`src/pmat_pkg.sv`:
```
// Shared types and constants for the protected mode address translator.
package pmat_pkg;

	// Command codes of an input item
	localparam logic [2:0] CMD_READ      = 3'd0;
	localparam logic [2:0] CMD_WRITE     = 3'd1;
	localparam logic [2:0] CMD_INSN_BEGIN = 3'd2;
	localparam logic [2:0] CMD_INSN_END  = 3'd3;
	localparam logic [2:0] CMD_EXCEPTION = 3'd4;

	// Target codes of a result item
	localparam logic [3:0] TGT_NONE     = 4'd0;
	localparam logic [3:0] TGT_MAIN_RAM = 4'd1;
	localparam logic [3:0] TGT_SYSTEM   = 4'd2;
	localparam logic [3:0] TGT_VIDEO    = 4'd3;
	localparam logic [3:0] TGT_SERIAL   = 4'd4;
	localparam logic [3:0] TGT_KEYBOARD = 4'd5;
	localparam logic [3:0] TGT_DISC     = 4'd6;
	localparam logic [3:0] TGT_FLOPPY   = 4'd7;
	localparam logic [3:0] TGT_TIMER    = 4'd8;
	localparam logic [3:0] TGT_NETWORK  = 4'd9;
	localparam logic [3:0] TGT_INTERNAL = 4'd10;

	// System-space address map
	localparam logic [15:0] ADDR_IO_BASE    = 16'hE000;
	localparam logic [15:0] ADDR_SYS_BASE   = 16'hE800;
	localparam logic [15:0] ADDR_TEXT1_END  = 16'hEBC0;
	localparam logic [15:0] ADDR_TEXT2_BASE = 16'hEC00;
	localparam logic [15:0] ADDR_TEXT2_END  = 16'hEFC0;
	localparam logic [15:0] ADDR_ROM_BASE   = 16'hF000;
	localparam logic [15:0] ADDR_BAUD       = 16'hE006;
	localparam logic [15:0] ADDR_DRIVE_SEL  = 16'hE014;
	localparam logic [15:0] ADDR_LEAVE      = 16'hE040;
	localparam logic [15:0] ADDR_PAGE_BASE  = 16'hE050;
	localparam logic [15:0] ADDR_MAP_ONE    = 16'hE060;
	localparam logic [15:0] ADDR_MAP_TWO    = 16'hE070;

	localparam int PT_DEPTH = 16;
	localparam int PT_AW    = 4;

	// Architectural control state
	typedef struct packed {
		logic       map_two;
		logic       prot;
		logic       leave_req;
		logic       leave_armed;
		logic [7:0] drive_sel;
		logic [7:0] baud;
	} state_t;

	// Decode of one item, carried to the result stage
	typedef struct packed {
		logic [3:0]  target;
		logic        xlate;       // main RAM, address goes through page table
		logic        pt_read;     // read of a page register
		logic [15:0] addr;
		logic [2:0]  dev_offset;
		logic        mem_write;   // before ROM filtering on translated writes
		logic [7:0]  read_data;
		logic        data_from_block;
		logic        screen_write;
		logic        door_clear;
		logic [1:0]  door_drive;
	} dec_t;

endpackage

```
`src/pmat_ram.sv`:
```
// Generic RAM: one write port, two registered read ports.
module pmat_ram #(
	parameter int WIDTH = 8,
	parameter int DEPTH = 16
) (
	input  logic                     clk,
	input  logic                     we,
	input  logic [$clog2(DEPTH)-1:0] waddr,
	input  logic [WIDTH-1:0]         wdata,
	input  logic                     re,
	input  logic [$clog2(DEPTH)-1:0] raddr_a,
	input  logic [$clog2(DEPTH)-1:0] raddr_b,
	output logic [WIDTH-1:0]         rdata_a,
	output logic [WIDTH-1:0]         rdata_b
);

	logic [WIDTH-1:0] mem [DEPTH];

	always_ff @(posedge clk) begin
		if (we) begin
			mem[waddr] <= wdata;
		end
		if (re) begin
			rdata_a <= mem[raddr_a];
			rdata_b <= mem[raddr_b];
		end
	end

endmodule

```
`src/pmat_decode.sv`:
```
// Command and address decode with control state update for one item.
module pmat_decode import pmat_pkg::*; (
	input  logic [2:0]  cmd,
	input  logic [15:0] address,
	input  logic [7:0]  write_data,
	input  state_t      cur,
	output state_t      nxt,
	output logic        pt_we,
	output dec_t        dec
);

	logic wr;
	logic access;

	assign wr     = (cmd == CMD_WRITE);
	assign access = (cmd == CMD_READ) || (cmd == CMD_WRITE);

	always_comb begin
		nxt   = cur;
		pt_we = 1'b0;
		dec   = '0;
		dec.addr = address;
		case (cmd)
			CMD_INSN_BEGIN: begin
				nxt.leave_armed = cur.prot & cur.leave_req;
			end
			CMD_INSN_END: begin
				if (cur.leave_armed) begin
					nxt.leave_req = 1'b0;
					nxt.prot      = 1'b0;
				end
				nxt.leave_armed = 1'b0;
			end
			CMD_EXCEPTION: begin
				nxt.prot = 1'b1;
			end
			default: begin
				if (access) begin
					if (!cur.prot || address < ADDR_IO_BASE) begin
						dec.target    = TGT_MAIN_RAM;
						dec.xlate     = 1'b1;
						dec.mem_write = wr;
					end else if (address >= ADDR_SYS_BASE) begin
						dec.target = TGT_SYSTEM;
						if (wr && address < ADDR_ROM_BASE) begin
							dec.mem_write    = 1'b1;
							dec.screen_write = (address < ADDR_TEXT1_END) ||
								(address >= ADDR_TEXT2_BASE && address < ADDR_TEXT2_END);
						end
					end else if (address inside {[16'hE000:16'hE003]}) begin
						dec.target     = TGT_VIDEO;
						dec.dev_offset = {1'b0, address[1:0]};
					end else if (address inside {[16'hE004:16'hE005]}) begin
						dec.target     = TGT_SERIAL;
						dec.dev_offset = {2'b00, address[0]};
					end else if (address == ADDR_BAUD) begin
						dec.target = TGT_INTERNAL;
						if (wr) begin
							nxt.baud = write_data;
						end else begin
							dec.read_data       = cur.baud;
							dec.data_from_block = 1'b1;
						end
					end else if (address inside {[16'hE00C:16'hE00F]}) begin
						dec.target     = TGT_KEYBOARD;
						dec.dev_offset = {1'b0, address[1:0]};
					end else if (address == ADDR_DRIVE_SEL) begin
						dec.target = TGT_DISC;
						if (wr && write_data != cur.drive_sel) begin
							dec.door_clear = 1'b1;
							dec.door_drive = cur.drive_sel[1:0];
							nxt.drive_sel  = write_data;
						end
					end else if (address inside {[16'hE018:16'hE01B]}) begin
						dec.target     = TGT_FLOPPY;
						dec.dev_offset = {1'b0, address[1:0]};
					end else if (address inside {[16'hE020:16'hE027]}) begin
						dec.target     = TGT_TIMER;
						dec.dev_offset = address[2:0];
					end else if (address inside {[16'hE030:16'hE036]}) begin
						dec.target     = TGT_NETWORK;
						dec.dev_offset = {1'b0, address[2:1]};
					end else if (address == ADDR_LEAVE) begin
						dec.target = TGT_INTERNAL;
						if (wr) begin
							nxt.leave_req = 1'b1;
						end else begin
							dec.data_from_block = 1'b1;
						end
					end else if (address inside {[16'hE050:16'hE05F]}) begin
						dec.target = TGT_INTERNAL;
						if (wr) begin
							pt_we = 1'b1;
						end else begin
							dec.pt_read         = 1'b1;
							dec.data_from_block = 1'b1;
						end
					end else if (address == ADDR_MAP_ONE || address == ADDR_MAP_TWO) begin
						dec.target = TGT_INTERNAL;
						if (wr) begin
							nxt.map_two = (address == ADDR_MAP_TWO);
						end else begin
							dec.data_from_block = 1'b1;
						end
					end else begin
						// undecoded I/O hole: reads answer zero, writes vanish
						dec.target          = TGT_NONE;
						dec.data_from_block = !wr;
					end
				end
			end
		endcase
	end

endmodule

```
`src/protected_mode_address_translator_unit.sv`:
```
// Top level of the protected mode address translator: handshake, state, page table, result.
//
// One bus access or processor event enters per cycle while the output side is ready and gives
// exactly one result item, through stage 1 and the output register. At the accepting edge the
// command is decoded against the control state (protected flag, map select, leave-protect
// request and arm, drive select, baud register), that state is updated, and the page
// register file is read at two addresses: the translation entry {map select, address 15:13}
// and the page register addressed for an internal read at 0xE050-0xE05F. The read data is
// registered with the decode in stage 1; the next stage inverts the entry into physical bits
// 20..13, applies the ROM write filter for 0xC000-0xFFFF and loads the output register.
// A page register write lands at the accepting edge, so the next item already sees it.
// The page registers power up as zero through per-entry valid bits. Stage 1 keeps accepting
// while a result waits in the output register, so a stalled consumer costs one extra item
// of buffering before s_tready drops.
module protected_mode_address_translator_unit import pmat_pkg::*; (
	input  logic        clk,
	input  logic        arst_n,
	input  logic        s_tvalid,
	output logic        s_tready,
	input  logic [23:0] s_tdata,   // address[15:0], write_data[23:16]
	input  logic [2:0]  s_tuser,   // cmd[2:0]
	output logic        m_tvalid,
	input  logic        m_tready,
	// phys_address[20:0], dev_offset[23:21], mem_write[24], read_data[32:25],
	// data_from_block[33], screen_write[34], door_clear[35], door_drive[37:36],
	// drive[39:38], prot_mode[40], zero fill[47:41]
	output logic [47:0] m_tdata,
	output logic [3:0]  m_tuser    // target[3:0]
);

	logic [2:0]  cmd;
	logic [15:0] address;
	logic [7:0]  write_data;

	assign cmd        = s_tuser;
	assign address    = s_tdata[15:0];
	assign write_data = s_tdata[23:16];

	// control state
	state_t cur_q;
	state_t nxt;
	logic   pt_we;
	dec_t   dec;

	logic [PT_DEPTH-1:0] pt_valid_q;
	logic [PT_AW-1:0]    x_idx;
	logic [PT_AW-1:0]    p_idx;
	logic [7:0]          x_data;
	logic [7:0]          p_data;

	// handshake
	logic valid_s1;
	logic out_valid_q;
	logic accept;
	logic adv;

	assign adv      = valid_s1 && (!out_valid_q || m_tready);
	assign s_tready = !valid_s1 || adv;
	assign accept   = s_tvalid && s_tready;

	pmat_decode u_decode (
		.cmd        (cmd),
		.address    (address),
		.write_data (write_data),
		.cur        (cur_q),
		.nxt        (nxt),
		.pt_we      (pt_we),
		.dec        (dec)
	);

	assign x_idx = {cur_q.map_two, address[15:13]};
	assign p_idx = address[3:0];

	pmat_ram #(
		.WIDTH (8),
		.DEPTH (PT_DEPTH)
	) u_page_table (
		.clk     (clk),
		.we      (accept && pt_we),
		.waddr   (p_idx),
		.wdata   (write_data),
		.re      (accept),
		.raddr_a (x_idx),
		.raddr_b (p_idx),
		.rdata_a (x_data),
		.rdata_b (p_data)
	);

	always_ff @(posedge clk or negedge arst_n) begin
		if (!arst_n) begin
			cur_q <= '{
				map_two:     1'b0,
				prot:        1'b1,
				leave_req:   1'b0,
				leave_armed: 1'b0,
				drive_sel:   8'h00,
				baud:        8'h00
			};
			pt_valid_q <= '0;
		end else if (accept) begin
			cur_q <= nxt;
			if (pt_we) begin
				pt_valid_q[p_idx] <= 1'b1;
			end
		end
	end

	// stage 1: decode and post-item state, page table data arrives from the RAM
	dec_t       dec_s1;
	logic [1:0] drive_s1;
	logic       prot_s1;
	logic       x_valid_s1;
	logic       p_valid_s1;

	always_ff @(posedge clk or negedge arst_n) begin
		if (!arst_n) begin
			valid_s1 <= 1'b0;
		end else if (accept) begin
			valid_s1 <= 1'b1;
		end else if (adv) begin
			valid_s1 <= 1'b0;
		end
	end

	always_ff @(posedge clk) begin
		if (accept) begin
			dec_s1     <= dec;
			drive_s1   <= nxt.drive_sel[1:0];
			prot_s1    <= nxt.prot;
			x_valid_s1 <= pt_valid_q[x_idx];
			p_valid_s1 <= pt_valid_q[p_idx];
		end
	end

	// result: translation and ROM filter
	logic [7:0]  x_entry;
	logic [7:0]  p_entry;
	logic [7:0]  top;
	logic        rom_hit;
	logic [20:0] phys;
	logic        mw;
	logic [7:0]  rd;

	assign x_entry = x_valid_s1 ? x_data : 8'h00;
	assign p_entry = p_valid_s1 ? p_data : 8'h00;
	assign top     = ~x_entry;
	// physical 0xC000-0xFFFF: bits 20..16 clear, bits 15..14 set
	assign rom_hit = (top[7:3] == 5'd0) && (top[2:1] == 2'b11);

	always_comb begin
		if (dec_s1.xlate) begin
			phys = {top, dec_s1.addr[12:0]};
			mw   = dec_s1.mem_write && !rom_hit;
		end else begin
			phys = (dec_s1.target == TGT_SYSTEM) ? {5'd0, dec_s1.addr} : 21'd0;
			mw   = dec_s1.mem_write;
		end
		rd = dec_s1.pt_read ? p_entry : dec_s1.read_data;
	end

	always_ff @(posedge clk or negedge arst_n) begin
		if (!arst_n) begin
			out_valid_q <= 1'b0;
		end else if (adv) begin
			out_valid_q <= 1'b1;
		end else if (m_tready) begin
			out_valid_q <= 1'b0;
		end
	end

	logic [47:0] tdata_q;
	logic [3:0]  tuser_q;

	always_ff @(posedge clk) begin
		if (adv) begin
			tuser_q <= dec_s1.target;
			tdata_q <= {7'd0, prot_s1, drive_s1, dec_s1.door_drive, dec_s1.door_clear,
				dec_s1.screen_write, dec_s1.data_from_block, rd, mw,
				dec_s1.dev_offset, phys};
		end
	end

	assign m_tvalid = out_valid_q;
	assign m_tdata  = tdata_q;
	assign m_tuser  = tuser_q;

endmodule

```
`config.mk`:
```
export PLATFORM = sky130hd
export DESIGN_NAME = protected_mode_address_translator_unit
export DESIGN_NICKNAME = d
export VERILOG_FILES = /design/src/pmat_pkg.sv /design/src/pmat_ram.sv /design/src/pmat_decode.sv /design/src/protected_mode_address_translator_unit.sv
export SDC_FILE = /design/constraint.sdc
export NUM_CORES = 1
export LEC_CHECK = 0
export BUFFER_PORTS_ARGS = -buffer_cell sky130_fd_sc_hd__buf_2
export CAP_MARGIN = 20
export CELL_PAD_IN_SITES_DETAIL_PLACEMENT = 1
export CELL_PAD_IN_SITES_GLOBAL_PLACEMENT = 2
export CORE_UTILIZATION = 41
export CTS_CLUSTER_DIAMETER = 60
export DETAILED_ROUTE_END_ITERATION = 10
export GPL_TIMING_DRIVEN = 0
export PLACE_DENSITY_LB_ADDON = 0.05
export SYNTH_ARGS = -nofsm -noshare
export SYNTH_HDL_FRONTEND = slang
export SYNTH_SLANG_ARGS = --single-unit
```
`constraint.sdc`:
```
create_clock -name clk -period 3.2 [get_ports clk]
set_input_delay 0.48 -clock clk [delete_from_list [all_inputs] [get_ports clk]]
set_output_delay 0.48 -clock clk [all_outputs]
set_load 0.05 [all_outputs]
```
# After elaboration in Yosys (flattened, before gate mapping)
# Memory sizes are Yosys's and may differ from the RTL's. A register that Yosys moved wholly into a read port is not among the register bits.
# Cells that the tools add are included.
# W data, S select, Z words.
[op_classes]
n_eq_ne = 23
mux = 99
bitwise = 20
magnitude_cmp = 23
reduce_logical = 54
[ops]
columns = ["op", "n"]
rows = [
  ["$ge A16 B16 Y1 const B", 9],
  ["$le A16 B16 Y1 const B", 7],
  ["$eq A16 B16 Y1 const B", 5],
  ["$lt A16 B16 Y1 const B", 4],
  ["$mux W10", 6],
  ["$mux W1", 54],
  ["$mux W8", 5],
  ["$mux W4", 9],
  ["$mux W2", 14],
  ["$reduce_or A12 Y1", 2],
  ["$ne A2 B2 Y1 const B", 11],
  ["$mux W21", 1],
  ["$not A1 Y1", 17],
  ["$reduce_and A17 Y1", 1],
  ["$logic_and A1 B1 Y1", 16],
  ["$mux W16", 1],
  ["$or A16 B16 Y16", 1],
  ["$reduce_and A16 Y1", 1],
  ["$reduce_or A16 Y1", 1],
  ["$reduce_or A7 Y1", 2],
  ["$reduce_bool A2 Y1", 6],
  ["$reduce_and A11 Y1", 1],
  ["$reduce_or A11 Y1", 1],
  ["$lt A4 B5 Y1 const B", 2],
  ["26 further kinds", 42],
]
[totals]
mem_bits_rw = 128
in_bits = 31
ff_bits = 127
wordCells = 251
output_inout_bits = 54
mem_count = 1
[memory_table]
columns = ["memory", "depth", "width", "read_ports", "rd_clocked_by_memory_dff", "wr", "line", "rtl"]
rows = [
  ["u_page_table.mem", 16, 8, 2, 2, 1, "pmat_ram.sv:17", "logic [WIDTH-1:0] mem [DEPTH];"],
]

# Longest topological paths before layout
# Gate-level depths: netlist of the first run.
[logic_depth]
word_depth = 19
ltp_mapped = 7
ltp_nobuf = 5

# Modules after synthesis
# From an unflattened synthesis of the first run, not the netlist that was laid out.
[unflattened]
cells_unflattened = 741
hier_area_um2 = 12508.2
[by_module_without_submodules]
columns = ["module", "cells_per_inst", "seq_area_each_um2", "n_inst", "area_each_um2"]
rows = [
  ["pmat_ram", 307, 4324.1, 1, 6505.0],
  ["protected_mode_address_translator_unit", 270, 3624.7, 1, 4865.9],
  ["pmat_decode", 164, 0.0, 1, 1137.3],
]

# Worst setup path after synthesis of the first run
# OpenSTA, ideal clock, no wires.
[synth_timing]
kind = "register to register"
startpoint = "register out_valid_q, in the netlist m_tvalid"
endpoint = "register cur_q[17] (netlist bit)"
slack_ps = -565
t_arrival_ps = 3630
setup_time_ps = 135
stages_incl_launch_ff = 7
required_time_ps = 3065
path_cell_list = "dfrtp_1 > nand3b_1 > and2_1 > clkbuf_1 > nand4_1 > o21ai_0 > o31ai_1"
[synth_between]
elab_chain_cells = 6
[synth_rtl]
columns = ["element", "line", "rtl"]
rows = [
  ["start: declaration", "protected_mode_address_translator_unit.sv:53", "logic out_valid_q;"],
  ["start signal: assignment", "protected_mode_address_translator_unit.sv:163", "out_valid_q <= 1'b0;"],
  ["start signal: assignment", "protected_mode_address_translator_unit.sv:165", "out_valid_q <= 1'b1;"],
  ["start signal: assignment", "protected_mode_address_translator_unit.sv:167", "out_valid_q <= 1'b0;"],
  ["$logic_not A1 Y1", "protected_mode_address_translator_unit.sv:57", "assign adv = valid_s1 && (!out_valid_q || m_tready);"],
  ["$logic_or A1 B1 Y1", "protected_mode_address_translator_unit.sv:57", ""],
  ["$logic_and A1 B1 Y1", "protected_mode_address_translator_unit.sv:57", ""],
  ["$logic_or A1 B1 Y1", "protected_mode_address_translator_unit.sv:58", "assign s_tready = !valid_s1 || adv;"],
  ["via s_tready", "protected_mode_address_translator_unit.sv:19", "output logic s_tready,"],
  ["$logic_and A1 B1 Y1", "protected_mode_address_translator_unit.sv:59", "assign accept = s_tvalid && s_tready;"],
  ["via accept", "protected_mode_address_translator_unit.sv:54", "logic accept;"],
  ["$reduce_and A16 Y1 (no line)", "--", ""],
  ["end signal: assignment", "protected_mode_address_translator_unit.sv:91", "cur_q <= '{"],
  ["end signal: assignment", "protected_mode_address_translator_unit.sv:101", "cur_q <= nxt;"],
  ["end: declaration", "protected_mode_address_translator_unit.sv:40", "state_t cur_q;"],
]
# The timed path passes the listed nets, and every way through them passes these cells.
# A chain may end at the register's enable or synchronous reset.

# Worst setup path after layout of the first run
[layout_timing]
startpoint = "register cur_q[18] (netlist bit)"
endpoint = "memory u_page_table.mem[0][5], enable pin"
[layout_between]
elab_chain_cells = 8
[layout_rtl]
columns = ["element", "line", "rtl"]
rows = [
  ["$logic_not A1 Y1", "pmat_decode.sv:39", "if (!cur.prot || address < ADDR_IO_BASE) begin"],
  ["$logic_or A1 B1 Y1", "pmat_decode.sv:39", ""],
  ["$mux W1", "pmat_decode.sv:39", ""],
  ["$mux W1", "pmat_decode.sv:38", "if (access) begin"],
  ["$mux W1", "pmat_decode.sv:23", "case (cmd)"],
  ["$logic_and A1 B1 Y1", "protected_mode_address_translator_unit.sv:79", ".we (accept && pt_we),"],
  ["$mux W1", "pmat_ram.sv:20", "if (we) begin"],
  ["$mux W1 (implied by the code)", "pmat_ram.sv:21", "mem[waddr] <= wdata;"],
  ["end: declaration", "pmat_ram.sv:17", ""],
]
# No other way between the ends.

==> results of run 1 <==
[where the power goes]
part           switching [W]  leakage, nW  internal [W]
logic               0.000502         1.65      0.000208
registers          0.0000306         2.70       0.00396
clock network        0.00140        0.465       0.00192
[registers in the layout, indices dropped and copies added, names as in the netlist, 4 cells and up]
signal,cells
cur_q,20
dec_s1,39
m_tdata,41
m_tuser,4
pt_valid_q,16
u_page_table.mem,128
u_page_table.rdata_a,8
u_page_table.rdata_b,8
[worst paths after layout]
path                        startpoint                     end  slack (ps)  cells past startpoint
setup / recovery             cur_q[18]  u_page_table.mem[0][5]         100                      5
hold / removal              s_tdata[0]              dec_s1[17]         120                      1
setup reg to reg             cur_q[18]  u_page_table.mem[0][5]         100                      5
hold reg to reg            drive_s1[1]             m_tdata[39]         420                      0
max in group asynchronous       arst_n               cur_q[18]        2210                      3
min in group asynchronous       arst_n           pt_valid_q[0]         430                      2
[metrics by stage]
stage / instances / hold slack (ps)
global placement: 1118 / 401
global route: 1186 / 103
detailed placement: 1120 / 408
floorplan: 663 / 184
CTS: 1177 / 93.3
finish: 1186 / 118
[critical path, stage by stage (launching register included)]
cell and delay, ps:
dfstp_2 600, and4_1 200, buf_2 160, nand4_2 290
or4_4 580, nor2_1 880
[cells in the final DEF (no fill, tap or decap), types with 6 or more instances in the layout]
master	count
a21boi_0	6
a21oi_1	11
and2_1	13
buf_2	87
buf_4	13
clkbuf_1	34
clkbuf_16	31
clkinv_2	6
conb_1	7
dfrtp_1	37
edfxtp_1	233
inv_1	10
mux2_2	19
mux4_2	90
nand2_1	25
nand2b_1	9
nand3_1	9
nand3b_1	6
nand4_1	6
nor2_1	21
nor2_4	13
nor2b_1	15
o21ai_0	14
o21bai_1	12
xnor2_1	8
[layer usage]
metal  part of all wire [%]  global-route usage (%)
met5                  0.043                       0
met4                    2.4                    5.43
met3                    4.4                    3.08
met2                     49                    35.7
met1                     44                    28.9
[timing repair]
item / in CTS / in global routing
cloned: 0 / 0
setup endpoints to repair: 96 / 72
pin swaps: 0 / 0
gates resized for setup: 18 / 8
hold buffers: 0 / 1
buffers inserted: 0 / 5
endpoints found under the hold margin: 0 / 16
[cell families (layout without fill, tap and decap cells)]
kind of cell | Yosys count | count (layout) | synth area share, %
XOR/XNOR | 9 | 9 | 0.667
other | 1 | 7 | 0.0317
flip-flops | 271 | 271 | 67.3
multiplexers | 109 | 109 | 19.0
buffers and inverters | 53 | 198 | 2.01
AO/OA/AOI/OAI | 60 | 60 | 3.38
AND/OR/NAND/NOR | 154 | 154 | 7.66
[final cells by class]
cell class	instances	area, sq um	share of cell area, %
sequential	271	7950	57.3
multi-input combinational	339	3760	27.1
clock buffer	45	848	6.12
timing repair buffer	88	504	3.64
tap	378	473	3.41
buffer	43	204	1.47
clock inverter	12	93.8	0.677
inverter	10	37.5	0.271
==> flow_summary.json, run 1 <==
{
  "fin_crit_sh_pct": 96.8,
  "place_ws_ps": -856,
  "synth_warnings": 0,
  "ir_drop_mv": 0.410,
  "dr.pass1.iters": 5,
  "synth_edf_count": 233,
  "die_w_um": 172,
  "drt_wl_total_um": 30300,
  "drive_gt1_share_pct": 35.9,
  "hold_viol_final": 0,
  "groute.usage.overall_pct": 21.2,
  "antenna_found_initial": 1,
  "die_h_um": 172,
  "fmax_mhz": 323,
  "cp.arrival_ps": 3260,
  "io_buffers": 77,
  "crit_path_max_fanout": 9,
  "final_nets": 815,
  "clkLatencyLatePin_ps": 560,
  "p_leak_nw": 4.81,
  "async_flop_share_pct": 14.0,
  "slew_headroom_pct": 25.0,
  "grt_overflow_total": 0,
  "vias": 6658,
  "clock-root-buffer": "clkbuf_16",
  "tightest_slew_ps": 1120,
  "initial_utilization_pct": 42.1,
  "wl_per_cell_um": 25.6,
  "end_kind": "flop",
  "synthTopCellsByCount": "edfxtp_1 (233), mux4_2 (90), dfrtp_1 (37), nor2_1 (33), nand2_1 (25)",
  "yosysTopAreaCell": "edfxtp_1",
  "power.density_mw_per_mm2": 578,
  "cap_violations": 0,
  "synth_top_area_share_pct": 59.2,
  "drcViolationCount": 0,
  "cts.clk_slew.worst_paths_ps": 60,
  "synth_seq_cells": 271,
  "dieArea_sq_mm": 0.0295,
  "num_rows": 61,
  "dpl_cell_area_sq_mm": 0.0127,
  "gp_congestion": 0.845,
  "setup_tns_ps": 0,
  "worstSetupStartpointType": "flop",
  "fin_crit_ps": 3100,
  "drt_iter0_markers": 488,
  "netlist_top_cells_area": "edfxtp_1 (59%), mux4_2 (17%), dfrtp_1 (7.8%)",
  "core-area_sq_mm": 0.0281,
  "crit_required_ps": 3370,
  "design_area_sq_mm": 0.0139,
  "final_core_util_pct": 49.4,
  "ant_nets": 0,
  "hold_path.class": "primary input to flop",
  "grt_max_degree": 65,
  "yosysSeqAreaShare_pct": 67.3,
  "clock_path_buffers": 3,
  "design_power_total_w": 0.00802,
  "vias_per_cell": 5.61,
  "n_antenna_cell": 0,
  "first_global_vias": 6832,
  "avgSynthCellArea_sq_um": 18.0,
  "setup_viol": 0,
  "cts.sinks": 271,
  "cts_tree": "yes",
  "fin_skew_ps": 17.5,
  "synth_cell_type_count": 53,
  "fillerInstances": 2730,
  "ys.flop_type": "edfxtp_1",
  "setup_slack_ps": 103,
  "ioPinCount": 85,
  "syn_inst": 657,
  "syn2layout_area_growth_pct": 17.4,
  "path_class": "flop to flop",
  "h-tree-depth": 1,
  "cts_buffers": 31,
  "synth_most_common_cell": "edfxtp_1",
  "grt_pass1_wl_um": 44500,
  "status": "finished, final reports clean",
  "syn_area_sq_mm": 0.0118,
  "drv_slew": 0,
  "dp_hpwl_um": 21000
}
No activity file was read; power rests on OpenSTA's default activity.
==> run 2: changes to the inputs <==
- CELL_PAD_IN_SITES_DETAIL_PLACEMENT: 1 -> not set
- CELL_PAD_IN_SITES_GLOBAL_PLACEMENT: 2 -> not set
- CORE_UTILIZATION: 41 -> 54
==> run 2 against run 1 <==
Via count decreased by 1.5%. Worst setup slack worse by 55 ps. Highest routed layer is now met4. Largest power group unchanged. Clock skew shrank 7.0 ps. Wire length decreased by 16%. Sequential cell count did not move. Power shrank 0.56%. Cell count fell by 9.8%. Combinational power decreased by 3.9%.
==> flow_summary.json, run 2 (synthesized netlist as in run 1, its figures left out) <==
{
  "worstSetupStartpointType": "flop",
  "status": "finished, final reports clean",
  "dp_hpwl_um": 18400,
  "drive_gt1_share_pct": 35.7,
  "grt_pass1_wl_um": 39400,
  "cp.arrival_ps": 3320,
  "multiInputGateArea_sq_mm": 0.00371,
  "slew_headroom_pct": 33.2,
  "fin_skew_ps": 10.5,
  "first_global_vias": 6838,
  "final_common_cell": "edfxtp_1",
  "design_area_sq_mm": 0.0136,
  "top_register": "u_page_table.mem",
  "drcViolationCount": 0,
  "hold_viol_final": 0,
  "clkLatencyLatePin_ps": 540,
  "place_inst": 1018,
  "fmax_mhz": 317,
  "place_ws_ps": -487,
  "core-area_sq_mm": 0.0212,
  "cts.sinks": 271,
  "r2r_slack_ps": 50,
  "ioPinCount": 85,
  "vias": 6559,
  "wl_per_cell_um": 23.8,
  "fin_crit_ps": 3150,
  "instances_no_fill": 1070,
  "die_h_um": 150,
  "hold_path.class": "primary input to async pin",
  "io_buffers": 77,
  "vias_per_cell": 6.13,
  "tightest_slew_ps": 998,
  "seq_area_sq_mm": 0.00795,
  "clock-root-buffer": "clkbuf_16",
  "post_cts_buffers": 0,
  "final_cell_mix": "edfxtp_1 (233), mux4_2 (90), buf_2 (87)",
  "cts_tree": "yes",
  "setup_viol": 0,
  "ant_nets": 0,
  "rsz0062_at_grt": "true",
  "h-tree-depth": 1,
  "dpl_cell_area_sq_mm": 0.0126,
  "drv_slew": 0,
  "drt_iter0_markers": 560,
  "setup_slack_ps": 48.1,
  "cts.clk_slew.worst_paths_ps": 60,
  "num_rows": 53,
  "groute.usage.overall_pct": 24.0,
  "dr.pass1.iters": 5,
  "syn2layout_area_growth_pct": 15.3,
  "antenna_found_initial": 0,
  "die_w_um": 150,
  "end_kind": "flop",
  "cap_violations": 0,
  "drt_wl_total_um": 25400,
  "final_core_util_pct": 64.2,
  "crit_required_ps": 3370,
  "initial_utilization_pct": 55.7,
  "final_nets": 804,
  "power.density_mw_per_mm2": 586,
  "n_antenna_cell": 0,
  "grt_overflow_total": 0,
  "p_leak_nw": 4.77,
  "clock_path_buffers": 3,
  "fillerInstances": 1506,
  "ir_drop_mv": 0.488,
  "gp_congestion": 0.989,
  "fin_crit_sh_pct": 98.5,
  "path_class": "flop to flop",
  "crit_path_max_fanout": 8,
  "dieArea_sq_mm": 0.0225,
  "largest_register_ffs": 128,
  "grt_max_degree": 65,
  "cts_buffers": 28
}
-- run 2: final timing paths --
kind | end | from | depth (start not counted)
max reg2reg | u_page_table.mem[13][4] | cur_q[18] | 6
max | u_page_table.mem[13][4] | cur_q[18] | 6
min reg2reg | m_tdata[40] | prot_s1 | 0
max in group asynchronous | cur_q[5] | arst_n | 1
min in group clk | dec_s1[17] | s_tdata[0] | 1
min | pt_valid_q[10] | arst_n | 1
-- run 2: per-stage QoR --
step	power, W	hold slack, ps	TNS, ps
2_1_floorplan	0.00452	184	0
3_3_place_gp	0.00472	401	-44580
3_5_place_dp	0.00474	406	-41600
4_1_cts	0.00803	103	-10550
5_1_grt	0.00820	108	-6190
6_report	0.00798	71.7	0
-- run 2: layout make-up --
cell class	count	share of cell area, %
Buffer	43	1.50
Clock buffer	37	5.84
Clock inverter	15	1.17
Inverter	10	0.276
Multi-Input combinational cell	339	27.3
Sequential cell	271	58.4
Tap cell	275	2.53
Timing Repair Buffer	80	3.09
-- run 2: critical path: stages, from the launching register on --
cell and delay (ps):
dfstp_2 610, and4_1 200, buf_2 170, nand4_2 270, nor4_2 450, nand3b_1 500
nor2_2 590
-- run 2: repair_timing --
action,in CTS,in global routing
gates resized for setup,12,6
pin swaps,0,0
cloned,0,0
hold buffers,0,0
endpoints found under the setup margin,96,96
-- run 2: routing by layer --
layer	global-route usage [%]	share of wire, %
met5	0	0
met4	6.31	1.9
met3	4.66	7.6
met2	40.7	51
met1	32.1	40
-- run 2: where the power goes --
group	internal, W	switching [W]	total (W)
Sequential	0.00396	0.0000280	0.00399
Combinational	0.000202	0.000480	0.000682
Clock	0.00199	0.00132	0.00331
Total	0.00615	0.00183	0.00798
